===== config.mk =====
export PLATFORM = sky130hd
export DESIGN_NAME = hello_ack_negotiator_top
export DESIGN_NICKNAME = d
export VERILOG_FILES = /design/src/rtl/core/hak_pkg.sv /design/src/rtl/core/hak_front.sv /design/src/rtl/core/hak_queue.sv /design/src/rtl/core/hak_back.sv /design/src/rtl/core/hello_ack_negotiator_top.sv
export SDC_FILE = /design/constraint.sdc
export NUM_CORES = 2
export LEC_CHECK = 0
export BUFFER_PORTS_ARGS = -buffer_cell sky130_fd_sc_hd__buf_4
export CAP_MARGIN = 20
export CORE_MARGIN = 8
export CORE_UTILIZATION = 30
export DETAILED_ROUTE_END_ITERATION = 10
export PLACE_DENSITY = 0.55
export SYNTH_ARGS = -nofsm -noshare
export SYNTH_HDL_FRONTEND = slang
export SYNTH_SLANG_ARGS = --single-unit

===== constraint.sdc =====
create_clock -name clk -period 20.8 [get_ports clk]
set_input_delay 1.04 -clock clk [delete_from_list [all_inputs] [get_ports clk]]
set_output_delay 1.04 -clock clk [all_outputs]
set_load 0.02 [all_outputs]

===== src/rtl/core/hak_pkg.sv =====
package hak_pkg;

  localparam int WORD_W = 32;
  localparam int BYTE_W = 8;
  localparam int CFG_IDX_W = 2;

  localparam int MIN_CHUNK_SIZE_DEF = 8192;
  localparam int URL_LIMIT_DEF = 4096;
  localparam int QUEUE_DEPTH_DEF = 2;

  localparam logic [WORD_W-1:0] ACK_LEN = 32'd28;
  localparam logic [WORD_W-1:0] ACK_TYPE_WORD = 32'h464B_4341;  // "ACKF" little-endian

  localparam logic [WORD_W-1:0] RECV_LIMIT_RST = 32'd65536;
  localparam logic [WORD_W-1:0] SEND_LIMIT_RST = 32'd65536;
  localparam logic [WORD_W-1:0] MAX_MSG_RST = 32'd2097152;
  localparam logic [WORD_W-1:0] MAX_CHUNKS_RST = 32'd64;

  typedef enum logic [2:0] {
    ST_GOOD      = 3'd0,
    ST_TOO_LARGE = 3'd1,
    ST_BAD_TYPE  = 3'd2,
    ST_DECODE    = 3'd3,
    ST_URL       = 3'd4,
    ST_NO_RES    = 3'd5
  } status_t;

  typedef enum logic [CFG_IDX_W-1:0] {
    CFG_RECV_LIMIT = 2'd0,
    CFG_SEND_LIMIT = 2'd1,
    CFG_MAX_MSG    = 2'd2,
    CFG_MAX_CHUNKS = 2'd3
  } cfg_idx_t;

  typedef struct packed {
    logic [7:0] data_byte;
    logic       last_in;
  } in_beat_t;

  typedef struct packed {
    logic [7:0] ack_byte;
    logic [2:0] status;
    logic       last_out;
    logic       link_open;
  } out_beat_t;

  // one checked hello, handed from the parser to the emitter
  typedef struct packed {
    status_t           status;
    logic [WORD_W-1:0] peer_receive;
    logic [WORD_W-1:0] peer_send;
    logic [WORD_W-1:0] peer_max_message;
    logic [WORD_W-1:0] peer_max_chunks;
  } job_t;

  // "HELF" type bytes
  function automatic logic [7:0] hello_char(input logic [1:0] lane);
    logic [7:0] c;
    case (lane)
      2'd0:    c = 8'h48;
      2'd1:    c = 8'h45;
      2'd2:    c = 8'h4C;
      2'd3:    c = 8'h46;
      default: c = 8'h00;
    endcase
    return c;
  endfunction

endpackage


===== src/rtl/core/hak_front.sv =====
module hak_front
  import hak_pkg::*;
#(
  parameter int MIN_CHUNK_SIZE = MIN_CHUNK_SIZE_DEF,
  parameter int URL_LIMIT = URL_LIMIT_DEF
) (
  input  logic     clk,
  input  logic     rst_n,
  input  logic     in_valid,
  input  in_beat_t in_data,
  output logic     in_stall,
  output logic     q_push,
  output job_t     q_wdata,
  input  logic     q_full
);

  typedef struct packed {
    logic [WORD_W-1:0] n;
    logic              type_ok;
    logic [WORD_W-1:0] declared;
    logic [WORD_W-1:0] recv;
    logic [WORD_W-1:0] send;
    logic [WORD_W-1:0] max_msg;
    logic [WORD_W-1:0] max_chunks;
    logic [WORD_W-1:0] url_len;
  } chk_t;

  localparam logic [WORD_W-1:0] MinChunk = WORD_W'(MIN_CHUNK_SIZE);
  localparam logic [WORD_W-1:0] UrlLimit = WORD_W'(URL_LIMIT);

  logic [WORD_W-1:0] byte_count_r, byte_count_nxt;
  logic              type_ok_r, type_ok_nxt;
  logic [WORD_W-1:0] declared_r, declared_nxt;
  logic [WORD_W-1:0] recv_r, recv_nxt;
  logic [WORD_W-1:0] send_r, send_nxt;
  logic [WORD_W-1:0] max_msg_r, max_msg_nxt;
  logic [WORD_W-1:0] max_chunks_r, max_chunks_nxt;
  logic [WORD_W-1:0] url_len_r, url_len_nxt;
  logic              chk_valid_r, chk_valid_nxt;
  chk_t              chk_r, chk_nxt;

  logic        accept;
  logic        in_header;
  logic [2:0]  field;
  logic [1:0]  lane;
  status_t     status;

  function automatic logic [WORD_W-1:0] put_byte(input logic [WORD_W-1:0] word,
                                                 input logic [1:0] ln,
                                                 input logic [7:0] b);
    logic [WORD_W-1:0] w;
    w = word;
    case (ln)
      2'd0:    w[7:0] = b;
      2'd1:    w[15:8] = b;
      2'd2:    w[23:16] = b;
      2'd3:    w[31:24] = b;
      default: w = word;
    endcase
    return w;
  endfunction

  assign in_stall  = chk_valid_r & q_full;
  assign accept    = in_valid & ~in_stall;
  assign in_header = (byte_count_r[WORD_W-1:5] == '0);
  assign field     = byte_count_r[4:2];
  assign lane      = byte_count_r[1:0];

  always_comb begin
    byte_count_nxt = byte_count_r;
    type_ok_nxt    = type_ok_r;
    declared_nxt   = declared_r;
    recv_nxt       = recv_r;
    send_nxt       = send_r;
    max_msg_nxt    = max_msg_r;
    max_chunks_nxt = max_chunks_r;
    url_len_nxt    = url_len_r;
    chk_nxt        = chk_r;
    chk_valid_nxt  = q_push ? 1'b0 : chk_valid_r;
    if (accept) begin
      if (in_header) begin
        case (field)
          3'd0: begin
            if (in_data.data_byte != hello_char(lane)) type_ok_nxt = 1'b0;
          end
          3'd1:    declared_nxt   = put_byte(declared_r, lane, in_data.data_byte);
          3'd2:    ;  // protocol version dropped
          3'd3:    recv_nxt       = put_byte(recv_r, lane, in_data.data_byte);
          3'd4:    send_nxt       = put_byte(send_r, lane, in_data.data_byte);
          3'd5:    max_msg_nxt    = put_byte(max_msg_r, lane, in_data.data_byte);
          3'd6:    max_chunks_nxt = put_byte(max_chunks_r, lane, in_data.data_byte);
          3'd7:    url_len_nxt    = put_byte(url_len_r, lane, in_data.data_byte);
          default: ;
        endcase
      end
      if (byte_count_r != '1) byte_count_nxt = byte_count_r + 1'b1;
      if (in_data.last_in) begin
        // snapshot for the check stage, then back to a clean parse
        chk_nxt.n          = byte_count_nxt;
        chk_nxt.type_ok    = type_ok_nxt;
        chk_nxt.declared   = declared_nxt;
        chk_nxt.recv       = recv_nxt;
        chk_nxt.send       = send_nxt;
        chk_nxt.max_msg    = max_msg_nxt;
        chk_nxt.max_chunks = max_chunks_nxt;
        chk_nxt.url_len    = url_len_nxt;
        chk_valid_nxt      = 1'b1;
        byte_count_nxt     = '0;
        type_ok_nxt        = 1'b1;
        declared_nxt       = '0;
        recv_nxt           = '0;
        send_nxt           = '0;
        max_msg_nxt        = '0;
        max_chunks_nxt     = '0;
        url_len_nxt        = '0;
      end
    end
  end

  // checks in priority order
  always_comb begin
    if (chk_r.n < 32'd8) begin
      status = ST_TOO_LARGE;
    end else if (!chk_r.type_ok) begin
      status = ST_BAD_TYPE;
    end else if (!chk_r.declared[WORD_W-1] && (chk_r.declared > chk_r.n)) begin
      status = ST_TOO_LARGE;
    end else if (chk_r.n < 32'd32) begin
      status = ST_DECODE;
    end else if (!chk_r.url_len[WORD_W-1] && (chk_r.url_len != '0)
                 && ((chk_r.n - 32'd32) < chk_r.url_len)) begin
      status = ST_DECODE;
    end else if (!chk_r.url_len[WORD_W-1] && (chk_r.url_len >= UrlLimit)) begin
      status = ST_URL;
    end else if ((chk_r.recv < MinChunk) || (chk_r.send < MinChunk)) begin
      status = ST_NO_RES;
    end else begin
      status = ST_GOOD;
    end
  end

  assign q_push                   = chk_valid_r & ~q_full;
  assign q_wdata.status           = status;
  assign q_wdata.peer_receive     = chk_r.recv;
  assign q_wdata.peer_send        = chk_r.send;
  assign q_wdata.peer_max_message = chk_r.max_msg;
  assign q_wdata.peer_max_chunks  = chk_r.max_chunks;

  always_ff @(posedge clk) begin
    if (!rst_n) begin
      byte_count_r <= '0;
      type_ok_r    <= 1'b1;
      declared_r   <= '0;
      recv_r       <= '0;
      send_r       <= '0;
      max_msg_r    <= '0;
      max_chunks_r <= '0;
      url_len_r    <= '0;
      chk_valid_r  <= 1'b0;
    end else begin
      byte_count_r <= byte_count_nxt;
      type_ok_r    <= type_ok_nxt;
      declared_r   <= declared_nxt;
      recv_r       <= recv_nxt;
      send_r       <= send_nxt;
      max_msg_r    <= max_msg_nxt;
      max_chunks_r <= max_chunks_nxt;
      url_len_r    <= url_len_nxt;
      chk_valid_r  <= chk_valid_nxt;
    end
  end

  always_ff @(posedge clk) begin
    chk_r <= chk_nxt;
  end

endmodule


===== src/rtl/core/hak_queue.sv =====
module hak_queue
  import hak_pkg::*;
#(
  parameter int DEPTH = QUEUE_DEPTH_DEF
) (
  input  logic clk,
  input  logic rst_n,
  input  logic push,
  input  job_t wdata,
  output logic full,
  input  logic pop,
  output job_t rdata,
  output logic empty
);

  localparam int PtrW = (DEPTH > 1) ? $clog2(DEPTH) : 1;
  localparam int CntW = $clog2(DEPTH + 1);
  localparam logic [CntW-1:0] DepthC = CntW'(DEPTH);
  localparam logic [PtrW-1:0] LastPtr = PtrW'(DEPTH - 1);

  job_t            mem_r [DEPTH];
  logic [PtrW-1:0] wr_ptr_r, wr_ptr_nxt;
  logic [PtrW-1:0] rd_ptr_r, rd_ptr_nxt;
  logic [CntW-1:0] count_r, count_nxt;

  assign full  = (count_r == DepthC);
  assign empty = (count_r == '0);
  assign rdata = mem_r[rd_ptr_r];

  always_comb begin
    wr_ptr_nxt = wr_ptr_r;
    rd_ptr_nxt = rd_ptr_r;
    count_nxt  = count_r;
    if (push) wr_ptr_nxt = (wr_ptr_r == LastPtr) ? '0 : wr_ptr_r + 1'b1;
    if (pop)  rd_ptr_nxt = (rd_ptr_r == LastPtr) ? '0 : rd_ptr_r + 1'b1;
    if (push && !pop) count_nxt = count_r + 1'b1;
    if (pop && !push) count_nxt = count_r - 1'b1;
  end

  always_ff @(posedge clk) begin
    if (!rst_n) begin
      wr_ptr_r <= '0;
      rd_ptr_r <= '0;
      count_r  <= '0;
    end else begin
      wr_ptr_r <= wr_ptr_nxt;
      rd_ptr_r <= rd_ptr_nxt;
      count_r  <= count_nxt;
    end
  end

  always_ff @(posedge clk) begin
    if (push) mem_r[wr_ptr_r] <= wdata;
  end

`ifndef ASSERT_OFF
  a_no_overflow: assert property (@(posedge clk) disable iff (!rst_n) push |-> !full)
    else $error("push into full queue");
  a_no_underflow: assert property (@(posedge clk) disable iff (!rst_n) pop |-> !empty)
    else $error("pop from empty queue");
  a_count_in_range: assert property (@(posedge clk) disable iff (!rst_n) count_r <= DepthC)
    else $error("queue count beyond depth");
`endif

endmodule


===== src/rtl/core/hak_back.sv =====
module hak_back
  import hak_pkg::*;
(
  input  logic                 clk,
  input  logic                 rst_n,
  input  logic                 cfg_valid,
  input  logic [CFG_IDX_W-1:0] cfg_index,
  input  logic [WORD_W-1:0]    cfg_data,
  input  logic                 q_empty,
  input  job_t                 q_rdata,
  output logic                 q_pop,
  output logic                 out_valid,
  output out_beat_t            out_data,
  input  logic                 out_stall
);

  logic [WORD_W-1:0] recv_limit_r, send_limit_r, max_msg_r, max_chunks_r;

  job_t       job_r;
  logic       job_valid_r, job_valid_nxt;
  logic [4:0] idx_r, idx_nxt;
  logic       out_valid_r, out_valid_nxt;
  out_beat_t  out_beat_r, out_beat_nxt;
  logic       link_open_r, link_open_nxt;

  logic              out_free, emit, job_err, job_done;
  logic [WORD_W-1:0] opa, opb, fallback, mn, word;
  logic              use_min, use_fb;
  logic [7:0]        ack_byte;

  assign out_free = ~out_valid_r | ~out_stall;
  assign emit     = job_valid_r & out_free;
  assign job_err  = (job_r.status != ST_GOOD);
  assign job_done = emit & (job_err | (idx_r == 5'(ACK_LEN - 1)));
  assign q_pop    = ~q_empty & (~job_valid_r | job_done);

  // pick the operand pair of the word in flight, then one min
  always_comb begin
    opa      = '0;
    opb      = '0;
    fallback = '0;
    use_min  = 1'b0;
    use_fb   = 1'b0;
    case (idx_r[4:2])
      3'd0: opa = ACK_TYPE_WORD;
      3'd1: opa = ACK_LEN;
      3'd2: opa = '0;
      3'd3: begin
        opa = job_r.peer_send; opb = recv_limit_r; use_min = 1'b1;
      end
      3'd4: begin
        opa = job_r.peer_receive; opb = send_limit_r; use_min = 1'b1;
      end
      3'd5: begin
        opa = job_r.peer_max_message; opb = max_msg_r; use_min = 1'b1;
        fallback = max_msg_r; use_fb = 1'b1;
      end
      3'd6: begin
        opa = job_r.peer_max_chunks; opb = max_chunks_r; use_min = 1'b1;
        fallback = max_chunks_r; use_fb = 1'b1;
      end
      default: opa = '0;
    endcase
    mn = (use_min && (opb < opa)) ? opb : opa;
    word = (use_fb && (mn == '0)) ? fallback : mn;
    case (idx_r[1:0])
      2'd0:    ack_byte = word[7:0];
      2'd1:    ack_byte = word[15:8];
      2'd2:    ack_byte = word[23:16];
      2'd3:    ack_byte = word[31:24];
      default: ack_byte = '0;
    endcase
  end

  always_comb begin
    job_valid_nxt = job_valid_r;
    idx_nxt       = idx_r;
    out_valid_nxt = out_valid_r;
    out_beat_nxt  = out_beat_r;
    link_open_nxt = link_open_r;
    if (out_free) out_valid_nxt = emit;
    if (emit) begin
      if (job_err) begin
        out_beat_nxt.ack_byte  = '0;
        out_beat_nxt.status    = job_r.status;
        out_beat_nxt.last_out  = 1'b1;
        out_beat_nxt.link_open = link_open_r;
      end else begin
        out_beat_nxt.ack_byte  = ack_byte;
        out_beat_nxt.status    = ST_GOOD;
        out_beat_nxt.last_out  = (idx_r == 5'(ACK_LEN - 1));
        out_beat_nxt.link_open = 1'b1;
        link_open_nxt          = 1'b1;
      end
      idx_nxt = idx_r + 1'b1;
    end
    if (job_done) job_valid_nxt = 1'b0;
    if (q_pop) begin
      job_valid_nxt = 1'b1;
      idx_nxt       = '0;
    end
  end

  always_ff @(posedge clk) begin
    if (!rst_n) begin
      job_valid_r  <= 1'b0;
      idx_r        <= '0;
      out_valid_r  <= 1'b0;
      link_open_r  <= 1'b0;
      recv_limit_r <= RECV_LIMIT_RST;
      send_limit_r <= SEND_LIMIT_RST;
      max_msg_r    <= MAX_MSG_RST;
      max_chunks_r <= MAX_CHUNKS_RST;
    end else begin
      job_valid_r <= job_valid_nxt;
      idx_r       <= idx_nxt;
      out_valid_r <= out_valid_nxt;
      link_open_r <= link_open_nxt;
      if (cfg_valid) begin
        case (cfg_idx_t'(cfg_index))
          CFG_RECV_LIMIT: recv_limit_r <= cfg_data;
          CFG_SEND_LIMIT: send_limit_r <= cfg_data;
          CFG_MAX_MSG:    max_msg_r    <= cfg_data;
          CFG_MAX_CHUNKS: max_chunks_r <= cfg_data;
          default:        ;
        endcase
      end
    end
  end

  always_ff @(posedge clk) begin
    out_beat_r <= out_beat_nxt;
    if (q_pop) job_r <= q_rdata;
  end

  assign out_valid = out_valid_r;
  assign out_data  = out_beat_r;

`ifndef ASSERT_OFF
  a_link_after_ack: assert property (@(posedge clk) disable iff (!rst_n)
    (emit && !job_err) |=> link_open_r)
    else $error("link not open after acknowledge beat");
  a_pop_restarts: assert property (@(posedge clk) disable iff (!rst_n)
    q_pop |=> (job_valid_r && (idx_r == '0)))
    else $error("new job did not start at beat zero");
  a_ack_last_only_at_end: assert property (@(posedge clk) disable iff (!rst_n)
    (emit && !job_err && (idx_r != 5'(ACK_LEN - 1))) |=> !out_beat_r.last_out)
    else $error("acknowledge ended early");
`endif

endmodule


===== src/rtl/core/hello_ack_negotiator_top.sv =====
// path: last hello byte -> check register -> job queue -> job register -> output register
// throughput: one input byte per cycle; an acknowledge takes 28 output beats, an error one
// the parser only stops when its check stage and the two-entry job queue are both full,
// so a burst of short hellos is set by the 28-beat emitter
// reset: rst_n synchronous active low; clears parse state, queue and link flag,
// reloads the server limits with their defaults
module hello_ack_negotiator_top
  import hak_pkg::*;
#(
  parameter int MIN_CHUNK_SIZE = MIN_CHUNK_SIZE_DEF,
  parameter int URL_LIMIT = URL_LIMIT_DEF,
  parameter int QUEUE_DEPTH = QUEUE_DEPTH_DEF
) (
  input  logic                 clk,
  input  logic                 rst_n,
  // hello byte stream
  input  logic                 in_valid,
  input  in_beat_t             in_data,
  output logic                 in_stall,
  // acknowledge / status beats
  output logic                 out_valid,
  output out_beat_t            out_data,
  input  logic                 out_stall,
  // server limits
  input  logic                 cfg_valid,
  output logic                 cfg_ready,
  input  logic [CFG_IDX_W-1:0] cfg_index,
  input  logic [WORD_W-1:0]    cfg_data
);

  logic q_push, q_full, q_pop, q_empty;
  job_t q_wdata, q_rdata;

  // register writes never wait
  assign cfg_ready = 1'b1;

  // front: byte capture, field extraction and the ordered hello checks
  hak_front #(
    .MIN_CHUNK_SIZE(MIN_CHUNK_SIZE),
    .URL_LIMIT(URL_LIMIT)
  ) u_front (
    .clk(clk),
    .rst_n(rst_n),
    .in_valid(in_valid),
    .in_data(in_data),
    .in_stall(in_stall),
    .q_push(q_push),
    .q_wdata(q_wdata),
    .q_full(q_full)
  );

  // checked hellos waiting for the emitter
  hak_queue #(
    .DEPTH(QUEUE_DEPTH)
  ) u_queue (
    .clk(clk),
    .rst_n(rst_n),
    .push(q_push),
    .wdata(q_wdata),
    .full(q_full),
    .pop(q_pop),
    .rdata(q_rdata),
    .empty(q_empty)
  );

  // back: negotiation of limits and the beat sequencer with its output register
  hak_back u_back (
    .clk(clk),
    .rst_n(rst_n),
    .cfg_valid(cfg_valid & cfg_ready),
    .cfg_index(cfg_index),
    .cfg_data(cfg_data),
    .q_empty(q_empty),
    .q_rdata(q_rdata),
    .q_pop(q_pop),
    .out_valid(out_valid),
    .out_data(out_data),
    .out_stall(out_stall)
  );

endmodule

# == After elaboration in Yosys (flattened, before gate mapping) ==
# Memory sizes are Yosys's and may differ from the RTL's. A register that Yosys moved wholly into a read port is not among the register bits.
# Index checks and enable logic that the tools add are counted.
# word_totals
reg_bits,604
ram_bits,262
inputBits,48
output_inout_bits,16
wordCells,201
n_memories,1
# memory_table
memory,depth,word_bits,rd,rd_clocked_by_memory_dff,write_ports,line_no,text
u_queue.mem_r,2,131,1,1,1,hak_queue.sv:21,job_t mem_r [DEPTH];
# op_classes
n_addsub,7
order_cmp,8
eq_ne,24
mux,78
bitwise,17
reduce_logical,34
# ops
operator,count
$mux W32,22
$mux W8,27
$pmux W32 S6,1
$pmux W32 S4,1
$lt A32 B14 Y1 const B,2
$lt A32 B32 Y1,2
$pmux W32 S2,1
$pmux W8 S4,2
$add A32 B1 Y32 const B,1
$ge A32 B13 Y1 const B,1
$gt A32 B32 Y1,1
$logic_not A32 Y1,1
$lt A32 B4 Y1 const B,1
$lt A32 B6 Y1 const B,1
$ne A32 B32 Y1 const B,1
$reduce_bool A32 Y1,1
$sub A32 B6 Y32 const B,1
$logic_not A27 Y1,1
$eq A3 B3 Y1 const B,7
$mux W3,7
$mux W1,15
$eq A2 B2 Y1 const B,7
$reduce_and A2 Y1,6
$logic_and A1 B1 Y1,8
21 further kinds,50

# == Logic depth before layout (Yosys ltp) ==
# depth
depth_word,10
mapped_depth,21
ltp_nobuf,17

# == Cells and area by module ==
# From an unflattened synthesis, not the netlist that was laid out.
# hier_totals
cells_unflattened,3812
hier_area_um2,45164.6
# by_module_without_submodules
module,instances,cells_each,area_per_inst_um2,seq_area_each_um2
hak_front,1,1953,21604.5,11280.8
hak_back,1,1427,13814.5,7046.8
hak_queue,1,430,9734.3,7967.6
hello_ack_negotiator_top,1,2,11.3,0.0

# == Least setup slack after synthesis ==
# OpenSTA, ideal clock, no wires.
# synth_path
path_type,register to register
from,register u_back.idx_r[3]
to,register u_queue.count_r[1]
setup_ns,0.076
arrival_time_ns,9.421
slack_ns,11.303
path_stages_with_launch,11
synth_period_minus_slack_ns,9.497
path_cell_list,dfxtp_1 buf_2 buf_2 buf_2 clkinv_1 o31ai_1 nand2_1 a21oi_1 ha_1 or3_1 a21boi_0
# synth_via
elab_chain_len,8
word_cells_on_any_way,10
# synth_lines
item,line_no,text
"start, declared",hak_back.sv:21,"logic [4:0] idx_r, idx_nxt;"
"start signal, assigned",hak_back.sv:116,idx_r <= idx_nxt;
$eq A5 B5 Y1 *,hak_back.sv:34,assign job_done = emit & (job_err | (idx_r == 5'(ACK_LEN - 1)));
$or A1 B1 Y1 *,hak_back.sv:34,
$and A1 B1 Y1 *,hak_back.sv:34,
$or A1 B1 Y1 *,hak_back.sv:35,assign q_pop = ~q_empty & (~job_valid_r | job_done);
$and A1 B1 Y1 *,hak_back.sv:35,
named net q_pop,hello_ack_negotiator_top.sv:31,"logic q_push, q_full, q_pop, q_empty;"
$logic_not A1 Y1,hak_queue.sv:36,if (push && !pop) count_nxt = count_r + 1'b1;
$logic_and A1 B1 Y1,hak_queue.sv:36,
$reduce_bool A2 Y1 (no line),--,
"end signal, assigned",hak_queue.sv:48,count_r <= count_nxt;
"end, declared",hak_queue.sv:24,"logic [CntW-1:0] count_r, count_nxt;"
# Mark *: on every way through the listed nets, which the timed path passes. The rest lies on a longest branch.
# A chain may end at the register's enable or synchronous reset.

# == Worst setup path in the final report ==
# layout_path
from,register u_back.idx_r[3]
to,"register u_back.out_beat_r (netlist bit u_back.out_data[8]), data pin"
# layout_via
elab_chain_len,9
word_cells_on_any_way,20
# layout_lines
item,line_no,text
$eq A3 B3 Y1 (tied with other cells),hak_back.sv:44,case (idx_r[4:2])
$pmux W32 S6 (tied with other cells),hak_back.sv:44,
$lt A32 B32 Y1 / $mux W1 (equally long branches),"hak_back.sv:64, hak_back.sv:44",
$logic_and A1 B1 Y1,hak_back.sv:64,mn = (use_min && (opb < opa)) ? opb : opa;
$mux W32,hak_back.sv:64,
$logic_not A32 Y1,hak_back.sv:65,word = (use_fb && (mn == '0)) ? fallback : mn;
$logic_and A1 B1 Y1,hak_back.sv:65,
$mux W32 *,hak_back.sv:65,
$pmux W8 S4 *,hak_back.sv:66,case (idx_r[1:0])
"end signal, assigned",hak_back.sv:132,out_beat_r <= out_beat_nxt;
"end, declared",hak_back.sv:23,"out_beat_t out_beat_r, out_beat_nxt;"
# Mark *: on every way between the ends. The rest lies on a longest branch, timed or not.

==> key figures <==
Outcome
  • Status: finished clean

Global routing
  • Largest net degree at the start of global routing: 231
  • Vias in the first global route: about 28000
  • GRT met1 Usage: a little over a fifth
  • First-pass GRT wire length: 186000 um
  • Met3 usage: approximately 2.1%
  • Tot GR Track Use: 15.3%
  • GRT met2 Usage: between 20% and 30%
  • Initial antenna violation count: 6
  • Congestion Overflow GR: 0
  • Layer with the highest usage: met2

Power
  • Internal: 0.00357 W
  • Pwr dens: 96.5 mW/mm^2
  • Final Power: between 0.004 and 0.005 W
  • Clock share of power: 39.0%
  • Sw Ratio: 25.9%
  • Sequential share of power: between 50% and 60%
  • Net load switching power: between 0.001 and 0.0015 W
  • VDD IR max: 0.0772 mV
  • Gate power share: 9.9%
  • Leak: roughly 17 nW

STA
  • Min Clock Period, post-route: 6.07 ns
  • Clock Skew: 0.0413 ns
  • Final Max Tran Viols: 0
  • Achievable Freq: 165 MHz
  • Worst slew margin: between 20 and 25%
  • Worst Slack Setup Final: between 10 and 15 ns
  • Post-route clock period utilization: between 20% and 30%
  • Final setup viols: 0
  • RSZ-0062 raised after global routing: false
  • Final Hold Vio Count: 0
  • Worst Tran Pin Value: roughly 1.2 ns
  • Setup TNS: 0 ns

Setup path
  • R2R depth: 16
  • Crit path DAT: 6.50 ns
  • CP startpoint kind: flop
  • Crit path capture type: flop
  • WS Path Type: flop to flop
  • Req. time, crit path: between 20 and 25 ns
  • Crit-path max FO: 69

Clocking
  • Resized cells post-CTS: 0
  • Postcts setup bufs: 0
  • TritonCTS buffer count: 103
  • CTS H-tree lvls: 3
  • Clk sinks: roughly 1000
  • Clock transition at path regs: roughly 0.06 ns
  • Root Driver: clkbuf_16
  • CTS tree: yes
  • Worst-skew pair later-pin latency: roughly 0.72 ns
  • Hold Buf Count CTS: 0
  • Clock buffer depth: 3

Routing
  • Routed WL: 127000 um
  • Drt first pass iters: 6
  • Residual DRC: 0
  • Detail Route Antenna Nets: 0
  • Via count: 28600
  • Starting DRT DRC Count: 2202
  • Vias per inst: between 5 and 6
  • Routed length per instance: 22.5 um

Synthesis
  • Cell area after synthesis: 0.0440 mm^2
  • Avg Inst Size Synth: approximately 12 um^2
  • Distinct cells, synth: 88
  • Net count after synthesis: 3781
  • Post-synthesis register bit count: 997
  • Ys async rst share: 0%
  • Register area share after synthesis: roughly 60%
  • Top FF cell, synth: edfxtp_1
  • Post-synth EDFFs: approximately 630
  • Mapped Cells: 3629
  • Synth warnings: 0

Die
  • Die footprint: 0.159 mm^2
  • Core area: 0.146 mm^2
  • Die Ht: around 400 um
  • Num rows: 140
  • # IOs: 64
  • Initial core utilization: between 30% and 40%
  • Die width: 399 um

Placed design
  • Post-DP HPWL: 82200 um
  • Routability cong.: around 0.90
  • Cells after DPL: about 5400
  • Placed cell area: 0.0464 mm^2
  • IO buf count: 62
  • Pre-CTS setup slack: ~15 ns

Finish
  • NumNets Final: 3769
  • Share of post-route cells with drive strength above 1: between 15 and 20%
  • Post-Layout Cell Count: 5627
  • Final instance area: 0.0499 mm^2
  • # fillers: between 10000 and 15000
  • Area delta synth->final: 13.4%

Run
  • Max-cap violation count: 0

Min path
  • Hold Path Class: flop to flop
  • Hold Path Depth: 0
[cells in the final DEF (no fill, tap or decap), drive strengths merged, types with 17 or more instances in the layout]
master / n
edfxtp: 631
nand2: 383
dfxtp: 366
mux2: 330
nor2b: 237
a22oi: 231
clkbuf: 144
a21boi: 134
nor2: 106
inv: 106
o21ai: 106
buf: 105
ha: 104
a21oi: 92
nor3: 53
xnor2: 47
nand3: 45
nand3b: 43
clkinv: 38
nor4: 36
nand4: 35
mux2i: 22
a221oi: 20
and2: 20
a221o: 18
and3: 18
a21o: 17
[metrics by stage]
step	utilization, %	hold slack, ns
after floorplan	-	0.421
after global placement	31.9	0.423
after detailed placement	31.9	0.429
after CTS	34.3	0.432
after global routing	34.3	0.452
final	34.3	0.431
[logic make-up after synthesis]
family | count (synthesis) | share of synthesized area, %
fa+ha+maj | 104 | 2.96
mux | 352 | 8.98
other cells | 1 | 0.00853
simple gates | 1043 | 12.2
flops | 997 | 59.7
compound gates | 745 | 11.9
buf+inv | 325 | 2.90
xor+xnor | 62 | 1.23
[power by group through the flow]
stage          Sequential, W  Clock, W  Combinational, W
2_1_floorplan        0.00247         0          0.000297
3_3_place_gp         0.00251         0          0.000482
3_5_place_dp         0.00251         0          0.000481
4_1_cts              0.00247   0.00192          0.000484
5_1_grt              0.00247   0.00199          0.000513
6_report             0.00246   0.00188          0.000475
[final cells by class]
cell class	instances	area (um^2)	area share, %
antenna	2	5.00	0.0100
clock buffer	143	2950	5.92
clock inverter	53	522	1.05
inverter	102	390	0.783
multi-input combinational	2307	16500	33.1
sequential	997	26300	52.7
tap	1917	2400	4.81
timing repair buffer	106	815	1.63
[synthesized netlist by cell type (16+ instances only)]
library cell	number	area [um^2]
a21boi_0	134	1010
a21o_1	17	128
a21oi_1	91	455
a221o_1	18	180
a221oi_1	19	166
a22oi_1	231	1730
and2_1	18	113
and3_1	18	113
buf_2	25	125
clkbuf_1	184	691
dfxtp_1	366	7330
edfxtp_1	631	18900
ha_1	104	1300
inv_1	100	375
mux2_2	330	3720
mux2i_1	21	210
nand2_1	383	1440
nand2b_1	16	100
nand3_1	44	220
nand3b_1	42	315
nand4_1	35	219
nor2_1	105	394
nor2b_1	237	1480
nor3_1	51	255
nor4_1	34	213
o21ai_0	81	405
o21ai_1	24	120
xnor2_1	47	412
[state kept, by name (all words and copies together), names as in the netlist, 97 cells and up]
name             count
u_queue.mem_r      262
u_front.chk_r       97
u_back.job_r       131
u_front.q_wdata    128
[routing by layer]
metal	share of wire, %	vias up
met2	46	764
met1	46	14300
met5	0	-
met4	2.6	0
li1	-	13400
met3	4.8	188
[final timing paths]
check	startpoint	endpoint	slack [ns]
worst max register to register	u_back.idx_r[3]	u_back.out_data[8]	14.73
worst min-delay path	u_front.q_wdata[11]	u_queue.mem_r[1][11]	0.43
worst min register to register	u_front.q_wdata[11]	u_queue.mem_r[1][11]	0.43
worst max-delay path	u_back.idx_r[3]	u_back.out_data[8]	14.73
[critical path: stages, from the launching register on]
cell and delay [ns]:
dfxtp_4 0.45, buf_4 0.71, nand2b_1 0.44, o22ai_1 0.19, a221oi_1 0.57, inv_1 0.13
ha_1 0.23, a211oi_1 0.24, o31ai_1 0.15, a21o_1 0.24, and2_1 0.21, nor2_1 0.71
o21a_1 0.39, o21ai_0 0.11, a2111oi_0 0.71, o21a_1 0.23, nor3_2 0.05
(Power assumes the default switching activity.)
